$ cat config.mk
export PLATFORM = sky130hd
export DESIGN_NAME = lru_age_replacement
export DESIGN_NICKNAME = d
export VERILOG_FILES = /design/src/hdl/lru_pkg.sv /design/src/hdl/lru_age_replacement.sv
export SDC_FILE = /design/constraint.sdc
export NUM_CORES = 1
export LEC_CHECK = 0
export ABC_CLOCK_PERIOD_IN_PS = 6150
export BUFFER_PORTS_ARGS = -buffer_cell sky130_fd_sc_hd__buf_2
export CORE_UTILIZATION = 40
export CTS_CLUSTER_DIAMETER = 80
export DETAILED_ROUTE_END_ITERATION = 6
export MAX_ROUTING_LAYER = met4
export PLACE_DENSITY = 0.62
export SYNTH_ARGS = -nofsm -noshare
export SYNTH_HDL_FRONTEND = slang
export SYNTH_SLANG_ARGS = --single-unit
$ cat constraint.sdc
create_clock -name clk_i -period 6.15 [get_ports clk_i]
set_clock_uncertainty 0.05 [all_clocks]
set_input_delay 0.3075 -clock clk_i [delete_from_list [all_inputs] [get_ports clk_i]]
set_output_delay 0.3075 -clock clk_i [all_outputs]
set_load 0.02 [all_outputs]
$ cat src/hdl/lru_pkg.sv
// shared types and constants for the true-lru age replacement block
// no dependencies; imported by lru_age_replacement
package lru_pkg;

  localparam int unsigned WayW  = 3;
  localparam int unsigned MaskW = 8;
  localparam int unsigned AgeOutW = 3;

  typedef enum logic [0:0] {
    OP_TOUCH  = 1'b0,
    OP_VICTIM = 1'b1
  } op_e;

endpackage

$ cat src/hdl/lru_age_replacement.sv
// true-lru replacement for one cache set, kept as per-way age counters
// depends on lru_pkg for field widths and the opcode enum
//
//  channel | direction | handshake              | payload
//  --------+-----------+------------------------+------------------------------------------
//  in      | input     | in_valid_i / in_stall_o | opcode, way, valid_mask, replaceable_mask
//  out     | output    | out_valid_o / out_stall_i | chosen_way, took_invalid,
//          |           |                        | none_replaceable, prior_age
//
// one transaction per cycle unless the output stalls; each passes from
// the input register through compare/select logic to the result register
// the age update is written at the same edge as the result, so the next
// transaction in the input register always sees current ages
// reset puts way i at age i; a stalled output holds the input stage, which
// then stalls the input channel
module lru_age_replacement
  import lru_pkg::*;
#(
  parameter int unsigned WAYS = 8
) (
  input  logic                clk_i,
  input  logic                rst_ni,
  input  logic                in_valid_i,
  output logic                in_stall_o,
  input  logic [0:0]          opcode_i,
  input  logic [WayW-1:0]     way_i,
  input  logic [MaskW-1:0]    valid_mask_i,
  input  logic [MaskW-1:0]    replaceable_mask_i,
  output logic                out_valid_o,
  input  logic                out_stall_i,
  output logic [WayW-1:0]     chosen_way_o,
  output logic                took_invalid_o,
  output logic                none_replaceable_o,
  output logic [AgeOutW-1:0]  prior_age_o
);

  localparam int unsigned IdxW = $clog2(WAYS);
  localparam int unsigned AgeW = $clog2(WAYS);
  localparam int unsigned ExtW = (WAYS > MaskW) ? WAYS : MaskW;

  // input stage
  logic             s1_valid_q;
  op_e              op_q;
  logic [WayW-1:0]  way_q;
  logic [MaskW-1:0] vmask_q;
  logic [MaskW-1:0] rmask_q;

  // ages and result stage
  logic [AgeW-1:0]    ages_q [WAYS];
  logic [AgeW-1:0]    ages_d [WAYS];
  logic               out_valid_q;
  logic [WayW-1:0]    chosen_q;
  logic               took_inv_q;
  logic               none_q;
  logic [AgeOutW-1:0] prior_q;

  logic advance;
  logic accept;

  logic [ExtW-1:0] v_ext;
  logic [ExtW-1:0] r_ext;
  logic [WAYS-1:0] inv;
  logic [WAYS-1:0] inv_low;
  logic [WAYS-1:0] repl;
  logic [WAYS-1:0] oldest;
  logic            any_inv;
  logic            any_repl;
  logic            touch_ok;
  logic            upd_en;
  logic [IdxW-1:0] tgt_idx;
  logic [AgeW-1:0] old_age;
  logic            took_inv_d;
  logic            none_d;

  function automatic logic [IdxW-1:0] onehot_idx(input logic [WAYS-1:0] oh);
    logic [IdxW-1:0] r;
    r = '0;
    for (int i = 0; i < WAYS; i++) begin
      if (oh[i]) begin
        r = r | IdxW'(i);
      end
    end
    return r;
  endfunction

  assign advance    = s1_valid_q && (!out_valid_q || !out_stall_i);
  assign in_stall_o = s1_valid_q && !advance;
  assign accept     = in_valid_i && !in_stall_o;

  always_ff @(posedge clk_i or negedge rst_ni) begin
    if (!rst_ni) begin
      s1_valid_q <= 1'b0;
    end else if (accept) begin
      s1_valid_q <= 1'b1;
    end else if (advance) begin
      s1_valid_q <= 1'b0;
    end
  end

  always_ff @(posedge clk_i) begin
    if (accept) begin
      op_q    <= op_e'(opcode_i);
      way_q   <= way_i;
      vmask_q <= valid_mask_i;
      rmask_q <= replaceable_mask_i;
    end
  end

  // victim selection; ways above the mask width read as invalid
  always_comb begin
    v_ext    = ExtW'(vmask_q);
    r_ext    = ExtW'(rmask_q);
    inv      = ~v_ext[WAYS-1:0];
    repl     = r_ext[WAYS-1:0];
    inv_low  = inv & (~inv + WAYS'(1));
    any_inv  = |inv;
    any_repl = |repl;
    for (int i = 0; i < WAYS; i++) begin
      oldest[i] = repl[i];
      for (int j = 0; j < WAYS; j++) begin
        if (j != i && repl[j] && !(ages_q[j] < ages_q[i])) begin
          oldest[i] = 1'b0;
        end
      end
    end
  end

  always_comb begin
    touch_ok   = 32'(way_q) < WAYS;
    took_inv_d = 1'b0;
    none_d     = 1'b0;
    upd_en     = 1'b0;
    tgt_idx    = '0;
    case (op_q)
      OP_TOUCH: begin
        upd_en  = touch_ok;
        tgt_idx = IdxW'(way_q);
      end
      OP_VICTIM: begin
        upd_en = 1'b1;
        if (any_inv) begin
          took_inv_d = 1'b1;
          tgt_idx    = onehot_idx(inv_low);
        end else if (any_repl) begin
          tgt_idx = onehot_idx(oldest);
        end else begin
          none_d = 1'b1;
        end
      end
      default: begin
        upd_en = 1'b0;
      end
    endcase
    old_age = upd_en ? ages_q[tgt_idx] : '0;
    for (int i = 0; i < WAYS; i++) begin
      if (upd_en && IdxW'(i) == tgt_idx) begin
        ages_d[i] = '0;
      end else if (upd_en && ages_q[i] < old_age) begin
        ages_d[i] = ages_q[i] + AgeW'(1);
      end else begin
        ages_d[i] = ages_q[i];
      end
    end
  end

  always_ff @(posedge clk_i or negedge rst_ni) begin
    if (!rst_ni) begin
      for (int i = 0; i < WAYS; i++) begin
        ages_q[i] <= AgeW'(i);
      end
      out_valid_q <= 1'b0;
    end else begin
      if (advance) begin
        ages_q      <= ages_d;
        out_valid_q <= 1'b1;
      end else if (!out_stall_i) begin
        out_valid_q <= 1'b0;
      end
    end
  end

  always_ff @(posedge clk_i) begin
    if (advance) begin
      chosen_q   <= (op_q == OP_TOUCH) ? way_q : WayW'(tgt_idx);
      took_inv_q <= took_inv_d;
      none_q     <= none_d;
      prior_q    <= AgeOutW'(old_age);
    end
  end

  assign out_valid_o        = out_valid_q;
  assign chosen_way_o       = chosen_q;
  assign took_invalid_o     = took_inv_q;
  assign none_replaceable_o = none_q;
  assign prior_age_o        = prior_q;

endmodule
==> results of run 1 <==
power groups by stage:
stage          Combinational [W]  Clock, W  Sequential [W]
6_report                 0.00226  0.000281        0.000763
4_1_cts                  0.00224  0.000289        0.000758
2_1_floorplan            0.00171         0        0.000653
3_3_place_gp             0.00210         0        0.000761
3_5_place_dp             0.00223         0        0.000765
5_1_grt                  0.00253  0.000299        0.000774
flip-flops by register name (all words and copies together), names as in the netlist:
register            cells
ages_q                 24
chosen_way_o            3
none_replaceable_o      1
op_q                    1
out_valid_o             1
prior_age_o             3
r_ext                   8
s1_valid_q              1
took_invalid_o          1
v_ext                   8
way_q                   3
layer usage:
metal / up-vias / wire length [um] / global-route usage [%]
met5: - / 0 / -
met4: 0 / 709 / 11.5
met3: 57 / 1020 / 4.63
met2: 208 / 7290 / 37.6
met1: 2313 / 6870 / 29.1
li1: 2293 / - / -
per-stage QoR:
stage / instance area, um^2 / worst slack [ns] / hold slack [ns] / std cells
2_1_floorplan: 5410 / 1.33 / -0.0381 / 585
3_3_place_gp: 5750 / 1.05 / 0.294 / 786
3_5_place_dp: 5750 / 0.910 / 0.304 / 786
4_1_cts: 5900 / 0.909 / 0.122 / 795
5_1_grt: 5900 / 0.505 / 0.120 / 795
6_report: 5900 / 0.874 / 0.128 / 795
cell usage after synthesis (3+ instances only):
master / n
and3_1: 5
nor4_1: 7
o211ai_2: 3
nand2_1: 48
buf_2: 3
a21oi_4: 6
inv_1: 43
o21ai_0: 41
or2_2: 8
a22oi_1: 3
edfxtp_1: 28
nand4_1: 20
clkbuf_1: 3
o211ai_1: 12
dfstp_2: 12
or3_1: 5
mux2i_1: 5
nor2b_1: 19
a21oi_1: 29
mux2_2: 7
a211oi_1: 3
nand3b_1: 5
a31oi_1: 4
o21ai_1: 3
dfrtp_1: 14
nand3_1: 22
nor4b_1: 8
a22o_1: 7
nor2_1: 27
or3b_1: 3
nand2b_1: 7
ha_1: 101
a21o_1: 8
nor3_1: 14
or4_1: 4
worst register-to-register path: cells and delay by family (launching register included):
family	cells	cell delay, ns
compound gates	7	1.35
buf+inv	2	0.47
mux	1	0.46
simple gates	7	1.67
flops	1	0.60
fa+ha+maj	2	0.60
cell type report:
cell class | instances | area share, %
multi-input cells | 473 | 61.8
well taps | 176 | 3.74
flip-flops and latches | 54 | 25.6
repair buffers | 37 | 3.35
clock buffers | 7 | 2.27
clock inverters | 1 | 0.106
inverters | 47 | 3.20
kinds of logic (layout without fill, tap and decap cells):
kind of cell               count (synthesis)  in the layout
buffers and inverters                     58             92
DFF                                       54             54
and+or+nand+nor                          208            208
AOI/OAI and AO/OA                        152            152
muxes                                     12             12
adders and majority gates                101            101
repair_timing:
| action | 4_1_cts | 5_1_grt |
|---|---|---|
| endpoints found under the hold margin | 14 | 0 |
| setup buffers | 0 | 0 |
| resized for setup | 0 | 0 |
| hold buffers | 1 | 0 |
worst max-delay path by stage:
stage                       to  cells past startpoint  startpoint
floorplan           ages_q[17]                     21   ages_q[2]
global placement    ages_q[11]                     19   ages_q[4]
global route         ages_q[8]                     19   ages_q[4]
finish               ages_q[8]                     19   ages_q[4]
detailed placement   ages_q[8]                     19   ages_q[4]
CTS                  ages_q[8]                     19   ages_q[4]
==> impl_metrics.env, run 1 <==
export IMPL_status="finished clean"
export IMPL_worst_r2r_cell_count=19
export IMPL_die_h_um=118
export IMPL_drive_above_1_share_pct=15.0
export IMPL_synth_compound_gate_area_share_pct=20.9
export IMPL_multi_input_area_mm2=0.00364
export IMPL_cp_end_kind="flop"
export IMPL_synth_seq_cells=54
export IMPL_layout_commonest_cell="ha_1"
export IMPL_rsz0062_at_grt="false"
export IMPL_grt_usage_pct=23.8
export IMPL_finalMaxSlewViolations=0
export IMPL_synthCells=585
export IMPL_clockPowerShare_pct=8.5
export IMPL_grt_pass1_wl_mm=24.8
export IMPL_path_buf_inv=2
export IMPL_clkLatencyLatePin_ns=0.30
export IMPL_worstMarginPinSlew_ns=0.837
export IMPL_ys_types=74
export IMPL_min_delay_path_depth=1
export IMPL_power_switching_w=0.00168
export IMPL_ir_drop_mv=0.304
export IMPL_drt_iter0_drc=395
export IMPL_synth_top_family_by_area="adder cells"
export IMPL_syn_avg_cell_area_um2=9.24
export IMPL_avgRoutedWirePerCell_um=20.0
export IMPL_p_seq_share_pct=23.1
export IMPL_ys_seq_area_share_pct=27.9
export IMPL_hold_path_end="v_ext[3]"
export IMPL_cp_slowest_stage_delay_ns=0.60
export IMPL_reg2reg_from="ages_q[4]"
export IMPL_clkSinkCount=54
export IMPL_ys_warn_count=0
export IMPL_async_flop_share_pct=48.1
export IMPL_path_max_fanout=25
export IMPL_intPower_w=0.00163
export IMPL_period_share_pct=85.8
export IMPL_numCtsBuffers=5
export IMPL_globalplace_congestion=0.962
export IMPL_rows=42
export IMPL_critical_path_top_delay_family="simple AND/OR/NAND/NOR gates"
export IMPL_fill_cells=1289
export IMPL_areaGrowthSynthToFinish_pct=9.07
export IMPL_power_w=0.00331
export IMPL_synth_nets=710
export IMPL_synth_simple_gate_area_share_pct=20.8
export IMPL_synth_mux_area_share_pct=2.38
export IMPL_vias=4871
export IMPL_final_antenna_net_count=0
export IMPL_min_path_type="input port to flop"
export IMPL_synthAdderAreaFrac_pct=23.4
export IMPL_hold_viol=0
export IMPL_synth_flop_cell="edfxtp_1"
export IMPL_cp_arrival_ns=5.43
export IMPL_drc=0
export IMPL_power_leakage_nw=2.64
export IMPL_yosysTopAreaCell="ha_1"
export IMPL_seq_area_mm2=0.00151
export IMPL_tns_ns=0
export IMPL_drt_vias_per_instance=6.13
export IMPL_drv_cap=0
export IMPL_diodes=0
export IMPL_tritoncts="built"
export IMPL_die_area_mm2=0.0140
export IMPL_clock_fmax_ghz=0.190
export IMPL_rr_endpoint="ages_q[8]"
export IMPL_slowest_stage="dfstp_2"
export IMPL_first_pass_iters=5
export IMPL_htreeDepth=2
export IMPL_worst_ep_required_time_ns=6.30
export IMPL_finalNetCount=743
export IMPL_post_route_util_pct=44.7
export IMPL_yosys_area_top_type_share_pct=23.4
export IMPL_startpoint_type="flop"
export IMPL_synth_area_mm2=0.00541
export IMPL_dp_hpwl_mm=12.1
export IMPL_hp_start="valid_mask_i[3]"
export IMPL_initial_core_util_pct=41.0
export IMPL_cts_root_buf="clkbuf_16"
export IMPL_cts_path_max_buffers=2
export IMPL_ios=34
export IMPL_routed_wirelength_mm=15.9
export IMPL_numPortBuffers=33
export IMPL_synthXorXnorAreaFrac_pct=0
export IMPL_setup_viol=0
export IMPL_clk_pin_slew_ns=0.07
export IMPL_antenna_found_initial=0
export IMPL_path_class="flop to flop"
export IMPL_combPwrFrac_pct=68.4
export IMPL_reg2reg_slack_ns=0.87
export IMPL_synth_area_leaders="ha_1 (23%), edfxtp_1 (16%), dfrtp_1 (6.5%)"
export IMPL_swShare_pct=50.9
export IMPL_core_mm2=0.0132
export IMPL_cellPowerDensity_mw_per_mm2=561
export IMPL_relSlewSlack_pct=44.2
export IMPL_grt_ovfl_total=0
export IMPL_die_x_um=118
export IMPL_synth_edf_count=28
export IMPL_crit_chain="inv_1 > ha_1 > nor2b_1 > nor4b_1 > nor4_1 > nand4_1 > o2111ai_2 > a21oi_4 > o21ai_0 > nand2_1 > o21ai_0 > mux2i_1 > buf_4 > ha_1 > or2_2 > a21oi_1 > a21oi_4 > or4_1 > o211ai_1"
export IMPL_grt_max_degree=27
export IMPL_layout_common_cells="ha_1 (101), nand2_1 (48), inv_1 (43)"
export IMPL_period_needed_ns=5.28
export IMPL_grt_pass1_vias=4686
(Power assumes the default switching activity.)
==> run 2: changes to the inputs <==
--- a/config.mk
+++ b/config.mk
@@ -7,11 +7,11 @@
 export LEC_CHECK = 0
 export ABC_CLOCK_PERIOD_IN_PS = 6150
 export BUFFER_PORTS_ARGS = -buffer_cell sky130_fd_sc_hd__buf_2
-export CORE_UTILIZATION = 40
+export CORE_UTILIZATION = 63
 export CTS_CLUSTER_DIAMETER = 80
 export DETAILED_ROUTE_END_ITERATION = 6
 export MAX_ROUTING_LAYER = met4
-export PLACE_DENSITY = 0.62
+export PLACE_DENSITY = 0.88
 export SYNTH_ARGS = -nofsm -noshare
 export SYNTH_HDL_FRONTEND = slang
 export SYNTH_SLANG_ARGS = --single-unit
==> run 2 against run 1 <==
- setup slack got worse by 0.040 ns
- final area down 2.0%
- sequential share of layout area up 0.53 points
- highest routed layer unchanged
==> impl_metrics.env, run 2 (synthesized netlist as in run 1, its figures left out) <==
export IMPL_path_class="flop to flop"
export IMPL_numPortBuffers=33
export IMPL_finalMaxSlewViolations=0
export IMPL_routed_wirelength_mm=15.5
export IMPL_postCtsSetupBuffers=0
export IMPL_min_delay_path_depth=1
export IMPL_relSlewSlack_pct=45.3
export IMPL_worstMarginPinSlew_ns=0.821
export IMPL_slowest_stage="dfstp_2"
export IMPL_cts_resized=0
export IMPL_drt_vias_per_instance=6.91
export IMPL_globalplace_congestion=0.964
export IMPL_largest_reg_flops=24
export IMPL_setup_viol=0
export IMPL_die_area_mm2=0.00895
export IMPL_layout_commonest_cell="ha_1"
export IMPL_cp_slowest_stage_delay_ns=0.63
export IMPL_drc=0
export IMPL_grt_pass1_wl_mm=24.3
export IMPL_power_w=0.00328
export IMPL_dp_slack_ns=1.05
export IMPL_numCtsBuffers=5
export IMPL_clkLatencyLatePin_ns=0.32
export IMPL_hold_viol=0
export IMPL_die_h_um=94.6
export IMPL_crit_chain="inv_1 > ha_1 > nor2b_1 > nor4b_1 > nor4_1 > nand4_1 > o2111ai_2 > a21oi_4 > nor2_1 > a21oi_1 > o21ai_0 > mux2i_1 > buf_4 > ha_1 > or2_2 > a21oi_1 > a21oi_4 > or4_1 > o211ai_1"
export IMPL_clkSinkCount=54
export IMPL_cp_end_kind="flop"
export IMPL_whs_ns=0.113
export IMPL_first_pass_iters=5
export IMPL_drt_iter0_drc=359
export IMPL_ir_drop_mv=0.353
export IMPL_final_antenna_net_count=0
export IMPL_antenna_found_initial=0
export IMPL_vias=4996
export IMPL_dp_cells=714
export IMPL_ios=34
export IMPL_path_max_fanout=25
export IMPL_finalNonFillerCells=723
export IMPL_diodes=0
export IMPL_worst_ep_required_time_ns=6.33
export IMPL_initial_core_util_pct=65.5
export IMPL_critical_path_top_delay_family="simple AND/OR/NAND/NOR gates"
export IMPL_cellPowerDensity_mw_per_mm2=567
export IMPL_path_buf_inv=2
export IMPL_fill_cells=661
export IMPL_worst_r2r_cell_count=19
export IMPL_rsz0062_at_grt="false"
export IMPL_clk_pin_slew_ns=0.11
export IMPL_finalNetCount=742
export IMPL_drv_cap=0
export IMPL_grt_usage_pct=37.2
export IMPL_die_x_um=94.6
export IMPL_clock_fmax_ghz=0.188
export IMPL_status="finished clean"
export IMPL_cp_arrival_ns=5.49
export IMPL_tns_ns=0
export IMPL_cts_root_buf="clkbuf_8"
export IMPL_grt_pass1_vias=4833
export IMPL_dp_hpwl_mm=11.7
export IMPL_drive_above_1_share_pct=15.0
export IMPL_period_share_pct=86.4
export IMPL_core_mm2=0.00826
export IMPL_tritoncts="built"
export IMPL_rows=33
export IMPL_largest_register="ages_q"
export IMPL_htreeDepth=2
export IMPL_areaGrowthSynthToFinish_pct=6.85
export IMPL_reg2reg_slack_ns=0.83
export IMPL_layout_common_cells="ha_1 (101), nand2_1 (48), inv_1 (43)"
export IMPL_avgRoutedWirePerCell_um=21.5
export IMPL_cts_path_max_buffers=2
export IMPL_min_path_type="input port to flop"
export IMPL_fin_ws_ns=0.834
export IMPL_grt_max_degree=27
export IMPL_startpoint_type="flop"
export IMPL_grt_ovfl_total=0
export IMPL_period_needed_ns=5.32
export IMPL_power_leakage_nw=2.62
export IMPL_worst_path_stages=19
## run 2: timing repair
action | 4_1_cts | 5_1_grt
hold endpoints to repair | 14 | 0
setup endpoints to repair | 0 | 0
hold buffers | 1 | 0
## run 2: layout make-up
class                      instances  area (um^2)  share of cell area, %
multi-input combinational        473         3640                   63.1
clock buffer                       7          108                   1.86
clock inverter                     1         8.76                  0.152
inverter                          47          189                   3.27
timing repair buffer              36          190                   3.29
tap                              105          131                   2.27
sequential                        54         1510                   26.1
## run 2: final timing paths
kind / start / to
setup / recovery: ages_q[4] / ages_q[8]
hold / removal: way_i[1] / way_q[1]
setup reg to reg: ages_q[4] / ages_q[8]
hold reg to reg: s1_valid_q / out_valid_o
max in group asynchronous: rst_ni / s1_valid_q
min in group asynchronous: rst_ni / ages_q[20]
## run 2: layer usage
layer / track usage (%) / vias up / part of all wire (%)
li1: - / 2291 / -
met1: 46.7 / 2361 / 41
met2: 60.1 / 275 / 47
met3: 4.11 / 69 / 8.1
met4: 17.3 / 0 / 4.0
met5: - / - / 0
## run 2: report_power, final
part	internal, W	switching [W]	total, W
clock network	0.000118	0.000126	0.000244
logic	0.000962	0.00130	0.00227
registers	0.000509	0.000257	0.000767
## run 2: metrics by stage
step                      instance area (um^2)  utilization (%)
final                                     5780             69.9
after CTS                                 5780             69.9
after floorplan                           5410                -
after detailed placement                  5650             68.4
after global routing                      5780             69.9
after global placement                    5650             68.4
